File: config.mk
export PLATFORM = sky130hd
export DESIGN_NAME = ptik_norm
export DESIGN_NICKNAME = d
export VERILOG_FILES = /design/src/rtl/ptik_pkg.sv /design/src/rtl/ptik_norm.sv
export SDC_FILE = /design/constraint.sdc
export NUM_CORES = 1
export LEC_CHECK = 0
export BUFFER_PORTS_ARGS = -buffer_cell sky130_fd_sc_hd__buf_4
export CORE_UTILIZATION = 45
export CTS_CLUSTER_DIAMETER = 80
export DETAILED_ROUTE_END_ITERATION = 8
export PLACE_DENSITY_LB_ADDON = 0.2
export SYNTH_ARGS = -nofsm -noshare
export SYNTH_HDL_FRONTEND = slang
export SYNTH_SLANG_ARGS = --single-unit
File: constraint.sdc
create_clock -name clk -period 6.25 [get_ports clk]
set_clock_uncertainty 0.1 [all_clocks]
set_input_delay 1.25 -clock clk [delete_from_list [all_inputs] [get_ports clk]]
set_output_delay 1.25 -clock clk [all_outputs]
set_load 0.05 [all_outputs]
File: src/rtl/ptik_pkg.sv
// Types, constants and tables for the pan/tilt inverse kinematics core.
package ptik_pkg;

  localparam int DW       = 45;
  localparam int ZW       = 24;
  localparam int CORDIC_N = 20;

  typedef logic signed [DW-1:0] dat_t;
  typedef logic signed [ZW-1:0] ang_t;

  localparam ang_t PI_Q20      = 24'sd3294199;
  localparam ang_t HALF_PI_Q20 = 24'sd1647099;
  localparam dat_t GAIN_INV    = 45'sd652032874;
  localparam logic [23:0] GRIP_MUL = 24'd14055248;
  localparam logic [14:0] PCT_MAX  = 15'd25600;

  localparam logic [1:0] STATUS_OK    = 2'd0;
  localparam logic [1:0] STATUS_RANGE = 2'd1;
  localparam logic [1:0] STATUS_JOINT = 2'd2;

  localparam logic [2:0] CFG_BASE_HEIGHT     = 3'd0;
  localparam logic [2:0] CFG_SHOULDER_OFFSET = 3'd1;
  localparam logic [2:0] CFG_LINK_LENGTH     = 3'd2;
  localparam logic [2:0] CFG_TOOL_OFFSET     = 3'd3;
  localparam logic [2:0] CFG_REACH_RADIUS    = 3'd4;
  localparam logic [2:0] CFG_PAN_LIMIT       = 3'd5;
  localparam logic [2:0] CFG_TILT_UPPER      = 3'd6;
  localparam logic [2:0] CFG_TILT_LOWER      = 3'd7;

  localparam logic [15:0] RST_BASE_HEIGHT     = 16'd2949;
  localparam logic [15:0] RST_SHOULDER_OFFSET = 16'd3932;
  localparam logic [15:0] RST_LINK_LENGTH     = 16'd4260;
  localparam logic [15:0] RST_TOOL_OFFSET     = 16'd4588;
  localparam logic [15:0] RST_REACH_RADIUS    = 16'd6260;
  localparam logic [14:0] RST_PAN_LIMIT       = 15'd21430;
  localparam logic [15:0] RST_TILT_UPPER      = 16'd6554;
  localparam logic [15:0] RST_TILT_LOWER      = 16'hC000;

  typedef struct packed {
    logic              oor;
    logic              xzero;
    logic              spec;
    logic              tzero;
    logic              neg;
    logic signed [18:0] yb;
    logic signed [18:0] zb;
    logic [14:0]       grip;
    logic signed [15:0] pan;
  } side_t;

  typedef struct packed {
    logic  vec;
    dat_t  x;
    dat_t  y;
    ang_t  z;
    side_t side;
  } crd_t;

  function automatic ang_t atan_q20(input logic [4:0] i);
    ang_t a;
    case (i)
      5'd0:  a = 24'sd823550;
      5'd1:  a = 24'sd486170;
      5'd2:  a = 24'sd256879;
      5'd3:  a = 24'sd130396;
      5'd4:  a = 24'sd65451;
      5'd5:  a = 24'sd32757;
      5'd6:  a = 24'sd16383;
      5'd7:  a = 24'sd8192;
      5'd8:  a = 24'sd4096;
      5'd9:  a = 24'sd2048;
      5'd10: a = 24'sd1024;
      5'd11: a = 24'sd512;
      5'd12: a = 24'sd256;
      5'd13: a = 24'sd128;
      5'd14: a = 24'sd64;
      5'd15: a = 24'sd32;
      5'd16: a = 24'sd16;
      5'd17: a = 24'sd8;
      5'd18: a = 24'sd4;
      5'd19: a = 24'sd2;
      default: a = '0;
    endcase
    return a;
  endfunction

  // True when -2^t < v < 2^t.
  function automatic logic fits(input dat_t v, input logic [5:0] t);
    dat_t lim;
    lim = dat_t'(1) <<< t;
    return (v < lim) && (v > -lim);
  endfunction

endpackage

File: src/rtl/ptik_norm.sv
// Pre-scaler for atan2: left-normalize x/y in binary steps, then fold into the right half plane.
module ptik_norm import ptik_pkg::*; (
  input  logic clk,
  input  logic rst_n,
  input  logic en,
  input  logic in_vld,
  input  crd_t in_d,
  output logic out_vld,
  output crd_t out_d
);

  localparam int STEPS = 6;

  logic [STEPS:0] vld_r;
  crd_t           st_r [0:STEPS];

  for (genvar k = 0; k < STEPS; k++) begin : g_step
    localparam int AMT = 32 >> k;
    crd_t src, nxt;
    if (k == 0) begin : g_first
      assign src = in_d;
    end else begin : g_rest
      assign src = st_r[k-1];
    end
    always_comb begin
      nxt = src;
      if (fits(src.x, 6'(40 - AMT)) && fits(src.y, 6'(40 - AMT))) begin
        nxt.x = src.x <<< AMT;
        nxt.y = src.y <<< AMT;
      end
    end
    always_ff @(posedge clk) begin
      if (en) begin
        st_r[k] <= nxt;
      end
    end
  end

  crd_t fin_src, fin_nxt;
  assign fin_src = st_r[STEPS-1];

  always_comb begin
    fin_nxt = fin_src;
    fin_nxt.z = '0;
    if (fits(fin_src.x, 6'd40) && fits(fin_src.y, 6'd40)) begin
      fin_nxt.x = fin_src.x <<< 1;
      fin_nxt.y = fin_src.y <<< 1;
    end
    // left half plane: rotate by pi and start the angle there
    if (fin_nxt.x[DW-1]) begin
      fin_nxt.z = fin_nxt.y[DW-1] ? -PI_Q20 : PI_Q20;
      fin_nxt.x = -fin_nxt.x;
      fin_nxt.y = -fin_nxt.y;
    end
  end

  always_ff @(posedge clk) begin
    if (en) begin
      st_r[STEPS] <= fin_nxt;
    end
  end

  always_ff @(posedge clk) begin
    if (!rst_n) begin
      vld_r <= '0;
    end else if (en) begin
      vld_r <= {vld_r[STEPS-1:0], in_vld};
    end
  end

  assign out_vld = vld_r[STEPS];
  assign out_d   = st_r[STEPS];

endmodule

==> run_results.csv <==
group,metric,value,unit
outcome,status,"completed",
yosys,ys_ff_latch,1165,
worst_setup_path,cp.depth,14,
worst_setup_path,worst_path_max_delay_cell,"or4b_1",
floorplanning,die_area,0.106,mm2
place,place_area,0.0510,mm2
worst_setup_path,cp_top_family,"simple AND/OR/NAND/NOR gates",
finish,syn_to_final_growth,16.8,%
yosys,seq_area_frac_synth,74.2,%
cts,clockBufferDepth,3,
power_and_ir_drop,leakagePower,18.7,nW
cts,clk-insertion-delay-late,0.71,ns
yosys,ys_warn_count,0,
power_and_ir_drop,vdd_ir_drop_max,0.280,mV
place,portBuffers,358,
yosys,synth_cells,2940,
grt,grt_pass1_wl,147,mm
worst_setup_path,critPathCapture,"st_r[6][173]",
floorplanning,io-pin-count,383,
cts,post_cts_resized,0,
timing,period_share,88.2,%
finish,mostFrequentLayoutCells,"edfxtp_1 (1,158), buf_4 (398), mux2_2 (354)",
cts,clkTransAtPathRegs,0.06,ns
worst_setup_path,critPathBufInv,1,
floorplanning,start_util,45.4,%
worst_setup_path,slowest_delay,0.81,ns
cts,cts_buffers,118,
worst_setup_path,crit_chain,"or4_4 -> or4_1 -> nor4_1 -> buf_4 -> nor3_2 -> a21oi_1 -> ha_1 -> or3b_2 -> nor3_1 -> and3_1 -> nand4_2 -> or4b_1 -> o311a_1 -> a211oi_2",
worst_setup_path,ff2ff_path_depth,14,
timing,post-route-min-period,5.51,ns
power_and_ir_drop,power.density,320,mW/mm2
timing,slew_violations,0,
place,dp_hpwl,65.6,mm
cts,cts.htree.levels,3,
grt,grt_overflow,0,
drt,drtAntennaViolNets,0,
yosys,synthFlopType,"edfxtp_1",
worst_setup_path,regToRegStartpoint,"st_r[5][165]",
finish,seqCellArea,0.0349,mm2
worst_setup_path,crit_type,"reg -> reg",
drt,wl,95.6,mm
finish,drive_above_1_share,29.4,%
grt,grt_use_total,17.7,%
floorplanning,row_count,118,
finish,num_antenna_cells,0,
timing,final_hold_viol_count,0,
drt,via_per_inst,5.38,
drt,via_count,25400,
cts,postCtsHoldBufs,0,
grt,antenna_found_initial,0,
cts,cts_setup_buffers,0,
place,globalplace.congestion,0.884,
drt,route.detailed.drc,0,
timing,setup_viol,0,
worst_setup_path,start_kind,"flip-flop",
worst_setup_path,worst_ep_arrival_time,5.96,ns
finish,nFillCells,8430,
worst_setup_path,cp_max_fo,10,
finish,final_area,0.0550,mm2
worst_setup_path,rr_endpoint,"st_r[6][173]",
drt,wl_per_cell,20.2,um
cts,cts_tree,"yes",
timing,tightest_slew,1.24,ns
yosys,async_reset_ff_share,0,%
cts,clock_sinks,1165,
yosys,syn_avg_cell_area,16.0,um2
finish,nets,3435,
worst_setup_path,worstPathRequired,6.70,ns
timing,timing.slew.headroom,17.0,%
hold_path,worstHoldPathType,"reg -> reg",
worst_setup_path,crit_path_end_kind,"flip-flop",
worst_setup_path,rrSetupSlack,0.74,ns
timing,rsz0062_at_grt,"no",
job,maxCapViolCount,0,
yosys,synthesis.area,0.0471,mm2
power_and_ir_drop,total_power,17.6,mW
grt,first_global_vias,25200,
timing,fin_hold_ws,0.290,ns
timing,clock.fmax,0.181,GHz
grt,grt_max_degree,168,
drt,firstDrtPassIters,6,
floorplanning,core,0.104,mm2
finish,layout_commonest_cell,"edfxtp_1",
drt,drt-initial-drc-count,2132,
yosys,synth.distinct_cells,90,
cts,root_buffer,"clkbuf_16",
yosys,syn-num-nets,3135,
yosys,synth_edf_count,1158,
floorplanning,fp.dieH,325,um
finish,multi_input_area,0.0112,mm2
floorplanning,die_x,325,um
finish,utilization,53.0,%
worst_setup_path,startpoint,"st_r[5][165]",
timing,setup_tns,0,ns
## cells in the mapped netlist, drive strengths merged (5+ instances only)
| cell type | n | share of area, % |
|---|---|---|
| or3 | 21 | 0.28 |
| a32oi | 6 | 0.11 |
| and3 | 11 | 0.15 |
| xor2 | 14 | 0.26 |
| a22oi | 10 | 0.16 |
| nand2 | 134 | 1.1 |
| dfxtp | 7 | 0.30 |
| nor4 | 148 | 2.0 |
| buf | 49 | 0.64 |
| mux2 | 355 | 8.5 |
| nand3 | 60 | 0.66 |
| nor2 | 97 | 0.77 |
| a211oi | 39 | 0.64 |
| edfxtp | 1158 | 74 |
| or2 | 17 | 0.23 |
| o22ai | 11 | 0.15 |
| o31ai | 9 | 0.14 |
| a21boi | 8 | 0.13 |
| nor2b | 132 | 1.8 |
| o211ai | 12 | 0.20 |
| inv | 17 | 0.14 |
| nand4 | 74 | 1.0 |
| nand2b | 5 | 0.066 |
| mux2i | 24 | 0.51 |
| a221oi | 6 | 0.11 |
| a21oi | 69 | 0.73 |
| o21ai | 73 | 0.78 |
| xnor2 | 17 | 0.32 |
| a31o | 7 | 0.13 |
| and2 | 7 | 0.096 |
| a31oi | 16 | 0.23 |
| and4 | 15 | 0.28 |
| clkbuf | 176 | 1.4 |
| nor3 | 53 | 0.56 |
| or4 | 12 | 0.21 |
## power breakdown
group	leakage [nW]	total, mW	internal, mW	switching (mW)
Clock	1.90	6.99	4.05	2.94
Combinational	5.38	1.08	0.397	0.688
Sequential	11.4	9.51	9.19	0.315
## per-stage QoR
step,setup WS [ns],cells
floorplan,0.856,2940
global placement,0.800,4500
detailed placement,0.782,4500
CTS,0.726,4722
global route,0.468,4722
finish,0.739,4722
## cell type report
cell class              instances  share of cell area, %
multi-input cells            1533                   20.4
clock buffers                 140                   5.56
repair buffers                405                   5.68
flip-flops and latches       1165                   63.5
well taps                    1380                   3.14
inverters                      17                  0.116
clock inverters                82                   1.61
## sequential cells by signal (all words and copies together) (netlist names)
signal and count:
vld_r 7, st_r 1158
## worst min-delay path by stage
stage,startpoint,end,slack [ns],cells after the start
6_report,st_r[5][21],st_r[6][21],0.29,0
5_1_grt,st_r[5][25],st_r[6][25],0.29,0
4_1_cts,st_r[5][26],st_r[6][26],0.29,0
3_5_place_dp,st_r[0][23],st_r[1][23],0.30,0
3_3_place_gp,st_r[2][58],st_r[3][58],0.30,0
2_1_floorplan,st_r[0][0],st_r[1][0],0.30,0
## logic make-up after synthesis
| group | after synthesis | share of synthesized area (%) |
|---|---|---|
| adders and majority gates | 2 | 0.0531 |
| DFF | 1165 | 74.2 |
| xor gates and xnor gates | 31 | 0.577 |
| buffers and inverters | 242 | 2.17 |
| AOI/OAI and AO/OA | 320 | 4.58 |
| and+or+nand+nor | 801 | 9.46 |
| muxes | 379 | 9.01 |
## routing by layer
layer / share of wire (%) / GRT usage [%] / vias to the layer above
met5: 0 / 0 / -
li1: - / - / 12100
met4: 2.8 / 6.57 / 0
met3: 5.1 / 2.70 / 197
met1: 45 / 24.6 / 12300
met2: 47 / 28.3 / 828
Power figures use the tool's default switching activity.
